### src/sv/c3f_pkg.sv
// Shared constants and types of the 3x3 convolution filter.
package c3f_pkg;

	localparam int MAX_WIDTH_DEF    = 2048;
	localparam int MAX_CHANNELS_DEF = 4;
	localparam int FRAC_BITS_DEF    = 12;

	localparam int CHAN_W  = 8;
	localparam int COEFF_W = 16;
	localparam int ROW_W   = 3 * COEFF_W;
	localparam int TAPS    = 9;
	// Signed coefficient times a zero-extended sample, then a sum of nine of them.
	localparam int PROD_W  = COEFF_W + CHAN_W + 1;
	localparam int SUM_W   = PROD_W + 4;

	localparam int FW_W    = 12;
	localparam int FH_W    = 16;
	localparam int CC_W    = 3;
	localparam int CFG_A_W = 3;

	typedef enum logic [CFG_A_W-1:0] {
		REG_FRAME_WIDTH   = 3'd0,
		REG_FRAME_HEIGHT  = 3'd1,
		REG_CHANNEL_COUNT = 3'd2,
		REG_COEFF_TOP     = 3'd3,
		REG_COEFF_MID     = 3'd4,
		REG_COEFF_BOTTOM  = 3'd5,
		REG_RESULT_OFFSET = 3'd6
	} c3f_reg_t;

	localparam logic [FW_W-1:0]   FRAME_WIDTH_RST   = 12'd640;
	localparam logic [FH_W-1:0]   FRAME_HEIGHT_RST  = 16'd480;
	localparam logic [CC_W-1:0]   CHANNEL_COUNT_RST = 3'd1;
	localparam logic [ROW_W-1:0]  COEFF_SIDE_RST    = 48'd0;
	localparam logic [ROW_W-1:0]  COEFF_MID_RST     = 48'h0000_1000_0000;
	localparam logic [CHAN_W-1:0] RESULT_OFFSET_RST = 8'd0;
	localparam logic [CHAN_W-1:0] PIX_MAX           = 8'd255;

	// Control that travels with an item down the pipeline.
	typedef struct packed {
		logic pix;
		logic emit;
		logic filt;
		logic frame_end;
		logic sel_up;
	} c3f_ctl_t;

endpackage

### src/sv/c3f_lane.sv
// One channel of the 3x3 multiply-accumulate with rounding, offset and clamp.
module c3f_lane #(
	parameter int FRAC_BITS = c3f_pkg::FRAC_BITS_DEF
) (
	input  logic                        clk,
	input  logic                        en,
	input  logic [c3f_pkg::CHAN_W-1:0]  px [c3f_pkg::TAPS],
	input  logic [c3f_pkg::ROW_W-1:0]   rows [3],
	input  logic [c3f_pkg::CHAN_W-1:0]  offset,
	output logic [c3f_pkg::CHAN_W-1:0]  res
);
	localparam int SW = c3f_pkg::SUM_W;
	localparam logic [SW-1:0] HALF = SW'(1) << (FRAC_BITS - 1);

	logic signed [c3f_pkg::PROD_W-1:0] prod_s3 [c3f_pkg::TAPS];
	logic signed [SW-1:0]              sum;
	logic signed [SW-1:0]              sum_s4;
	logic        [SW-1:0]              mag;
	logic                              neg_s5;
	logic        [SW-1:0]              rq_s5;
	logic signed [SW:0]                q;
	logic signed [SW:0]                qo;
	logic        [c3f_pkg::CHAN_W-1:0] res_s6;

	for (genvar i = 0; i < c3f_pkg::TAPS; i++) begin : g_tap
		logic signed [c3f_pkg::COEFF_W-1:0] coef;
		assign coef = rows[i / 3][(i % 3) * c3f_pkg::COEFF_W +: c3f_pkg::COEFF_W];
		always_ff @(posedge clk) begin
			if (en) begin
				prod_s3[i] <= c3f_pkg::PROD_W'(coef * $signed({1'b0, px[i]}));
			end
		end
	end

	always_comb begin
		sum = '0;
		for (int i = 0; i < c3f_pkg::TAPS; i++) begin
			sum = sum + SW'(prod_s3[i]);
		end
	end

	// Rounding works on the magnitude so that halves go away from zero.
	assign mag = sum_s4[SW-1] ? SW'(-sum_s4) : SW'(sum_s4);
	assign q   = neg_s5 ? -$signed({1'b0, rq_s5}) : $signed({1'b0, rq_s5});
	assign qo  = q + $signed({{(SW + 1 - c3f_pkg::CHAN_W){1'b0}}, offset});

	always_ff @(posedge clk) begin
		if (en) begin
			sum_s4 <= sum;
			neg_s5 <= sum_s4[SW-1];
			rq_s5  <= (mag + HALF) >> FRAC_BITS;
			if (qo < 0) begin
				res_s6 <= '0;
			end else if (qo > $signed({{(SW + 1 - c3f_pkg::CHAN_W){1'b0}}, c3f_pkg::PIX_MAX}))
			begin
				res_s6 <= c3f_pkg::PIX_MAX;
			end else begin
				res_s6 <= qo[c3f_pkg::CHAN_W-1:0];
			end
		end
	end

	assign res = res_s6;
endmodule
### config.mk
export PLATFORM = sky130hd
export DESIGN_NAME = c3f_lane
export DESIGN_NICKNAME = d
export VERILOG_FILES = /design/src/sv/c3f_pkg.sv /design/src/sv/c3f_lane.sv
export SDC_FILE = /design/constraint.sdc
export NUM_CORES = 2
export LEC_CHECK = 0
export ABC_AREA = 1
export BUFFER_PORTS_ARGS = -buffer_cell sky130_fd_sc_hd__buf_2
export CAP_MARGIN = 20
export CORE_ASPECT_RATIO = 0.5
export CORE_MARGIN = 2
export CORE_UTILIZATION = 50
export CTS_CLUSTER_DIAMETER = 80
export DETAILED_ROUTE_END_ITERATION = 6
export GPL_ROUTABILITY_DRIVEN = 0
export PLACE_DENSITY = 0.75
export SYNTH_ARGS = -nofsm -noshare
export SYNTH_HDL_FRONTEND = slang
export SYNTH_SLANG_ARGS = --single-unit
### constraint.sdc
create_clock -name clk -period 7.2 [get_ports clk]
set_clock_uncertainty 0.05 [all_clocks]
set_input_delay 0.72 -clock clk [delete_from_list [all_inputs] [get_ports clk]]
set_output_delay 0.72 -clock clk [all_outputs]
set_load 0.01 [all_outputs]
==> impl_metrics.toml <==
[routing]
routed_wl_um = 130300
route.detailed.drc = 0
antenna_left = 0
drt-initial-drc-count = 2767
vias_per_cell = 4.869
vias = 42440
dr.pass1.iters = 6
avgRoutedWirePerCell_um = 14.95

[setup_path]
crit_fanout = 4
critical_path_class = "reg2reg"
endpoint_kind = "register"
start_kind = "register"
cp.arrival_ps = 5440
cp.required_ps = 7470
r2r_cells = 17

[yosys]
seq_area_frac_synth_pct = 14.23
yosysTopAreaCellShare_pct = 37.18
synth_cell_types = 55
ys_async_sr_fraction_pct = 0
synth_fa_ha_area_share_pct = 47.56
synth_simple_gate_area_share_pct = 12.92
ys.flop_type = "edfxtp_1"
synth_edf_count = 280
synthMuxAreaShare_pct = 0
yosys_warnings = 0
yosysTopAreaCell = "fa_1"
ys_ff_latch = 280
syn-num-nets = 8935
synth-compound-area-share_pct = 4.482
synth_cells = 7122
syn_area_per_cell_um2 = 8.294
synth_top_family_by_area = "adder cells"
synthesis.area_um2 = 59070
synth-xor-area-share_pct = 4.116
synth_area_leaders = "fa_1, inv_1, edfxtp_1"

[global_route]
grt_max_degree = 179
antenna_found_initial = 10
grt_pass1_wl_um = 216800
first_global_vias = 43450
gr-total-overflow = 0
track_usage_pct = 22.18

[timing]
max_freq_mhz = 193.5
worst_pin_slew_ps = 973.1
period_needed_ps = 5167
setup-violations-final = 0
tns_ps = 0
slew_headroom_pct = 35.13
rsz0062_at_grt = "no"
finalCritPeriodShare_pct = 71.76
hold_viol = 0
slew_violations = 0

[finish]
drive_above_1_share_pct = 5.046
fin_nets = 8907
final_cell_mix = "inv_1, nand2_1, fa_1"
final_common_cell = "inv_1"
synthToLayoutAreaGrowth_pct = 5.173

[floorplanning]
pin_count = 234
num_rows = 89
start_util_pct = 50.23
core_region_area_um2 = 117600
die_h_um = 247.0
dieArea_um2 = 121100
die_w_um = 490.1

[flow_run]
maxCapViolations = 0

[cts]
ctsHoldBuffers = 0
path_clk_slew_ps = 60
htreeDepth = 1
cts_setup_buffers = 0
ctsRootBufferMaster = "clkbuf_16"
clk_latency_ps = 590
clockBufferDepth = 3
cts_tree = "built"
cts.sinks = 280
cts-resized-gates = 0
cts_made_buffers = 29

[placed_design]
io_buffers = 233
dpl.hpwl_um = 112200

[worst_hold_path]
hold_depth = 3
hp-class = "in2reg"

[run_status]
outcome = "completed"
[routing by layer]
metal / GRT usage [%] / share of wire (%)
met5: 0 / 0.021
met4: 5.292 / 2.7
met3: 2.873 / 6.8
met2: 38.65 / 49
met1: 29.53 / 42
[through the flow]
stage / instances / area (µm²) / setup slack (ps) / utilization, % / hold slack, ps
finish: 8716 / 62120 / 2033 / 52.83 / 495.2
global route: 8712 / 62110 / 1780 / 52.82 / 499.2
CTS: 8707 / 62100 / 2022 / 52.81 / 461.8
detailed placement: 8655 / 61100 / 1681 / 51.96 / 743.0
global placement: 8655 / 61100 / 1793 / 51.96 / 742.4
floorplan: 7122 / 59070 / 1851 / - / 543.2
[worst paths after layout]
path / end / start / slack [ps]
worst max register to register: sum_s4[26] / prod_s3[0][177] / 2030
worst min register to register: rq_s5[14] / sum_s4[26] / 750
worst max-delay path: sum_s4[26] / prod_s3[0][177] / 2030
worst min-delay path: prod_s3[0][125] / rows[80] / 500
[cells in the mapped netlist, drive strengths merged, types with 9 or more instances]
cell	instances
inv	2316
nand2	1575
fa	1097
ha	490
clkbuf	288
edfxtp	280
a21oi	227
xor2	160
nor2	157
o21ai	130
xnor2	112
nand3	96
nand4	40
a31oi	30
o211ai	23
nor3	19
o21bai	16
a21o	12
nor4	9
[cells by family after synthesis]
kind of cell / count (synthesis)
and+or+nand+nor: 1905
DFF: 280
adders and majority gates: 1587
buffers and inverters: 2610
xor gates and xnor gates: 272
AOI/OAI and AO/OA: 468
[area by class of cell]
class	instances	area [µm²]
fillers	10740	55470
multi-input cells	4232	40800
inverters	2317	8697
flip-flops and latches	280	8408
well taps	1592	1992
repair buffers	234	1196
clock buffers	32	737.0
clock inverters	20	269.0
diodes	9	22.52
[worst max-delay path: stages (launching register included)]
cell      delay (ps)
edfxtp_1         450
fa_1             610
fa_1             550
inv_1             60
fa_1             560
fa_1             410
inv_1             70
ha_1             140
inv_1             60
fa_1             460
o21ai_1          230
a21boi_1         160
o21bai_2         250
a21oi_1          160
o21bai_1         260
a21oi_1          170
o211ai_1         190
nand2_1           60
[sequential cells by signal, summed over array words and instances, names as in the netlist]
signal / count
sum_s4: 29
neg_s5: 1
prod_s3: 225
res: 8
rq_s5: 17
Power is left out: the tool's default activity adds up to more than one toggle a clock period on the data nets, which glitch-free logic cannot reach.
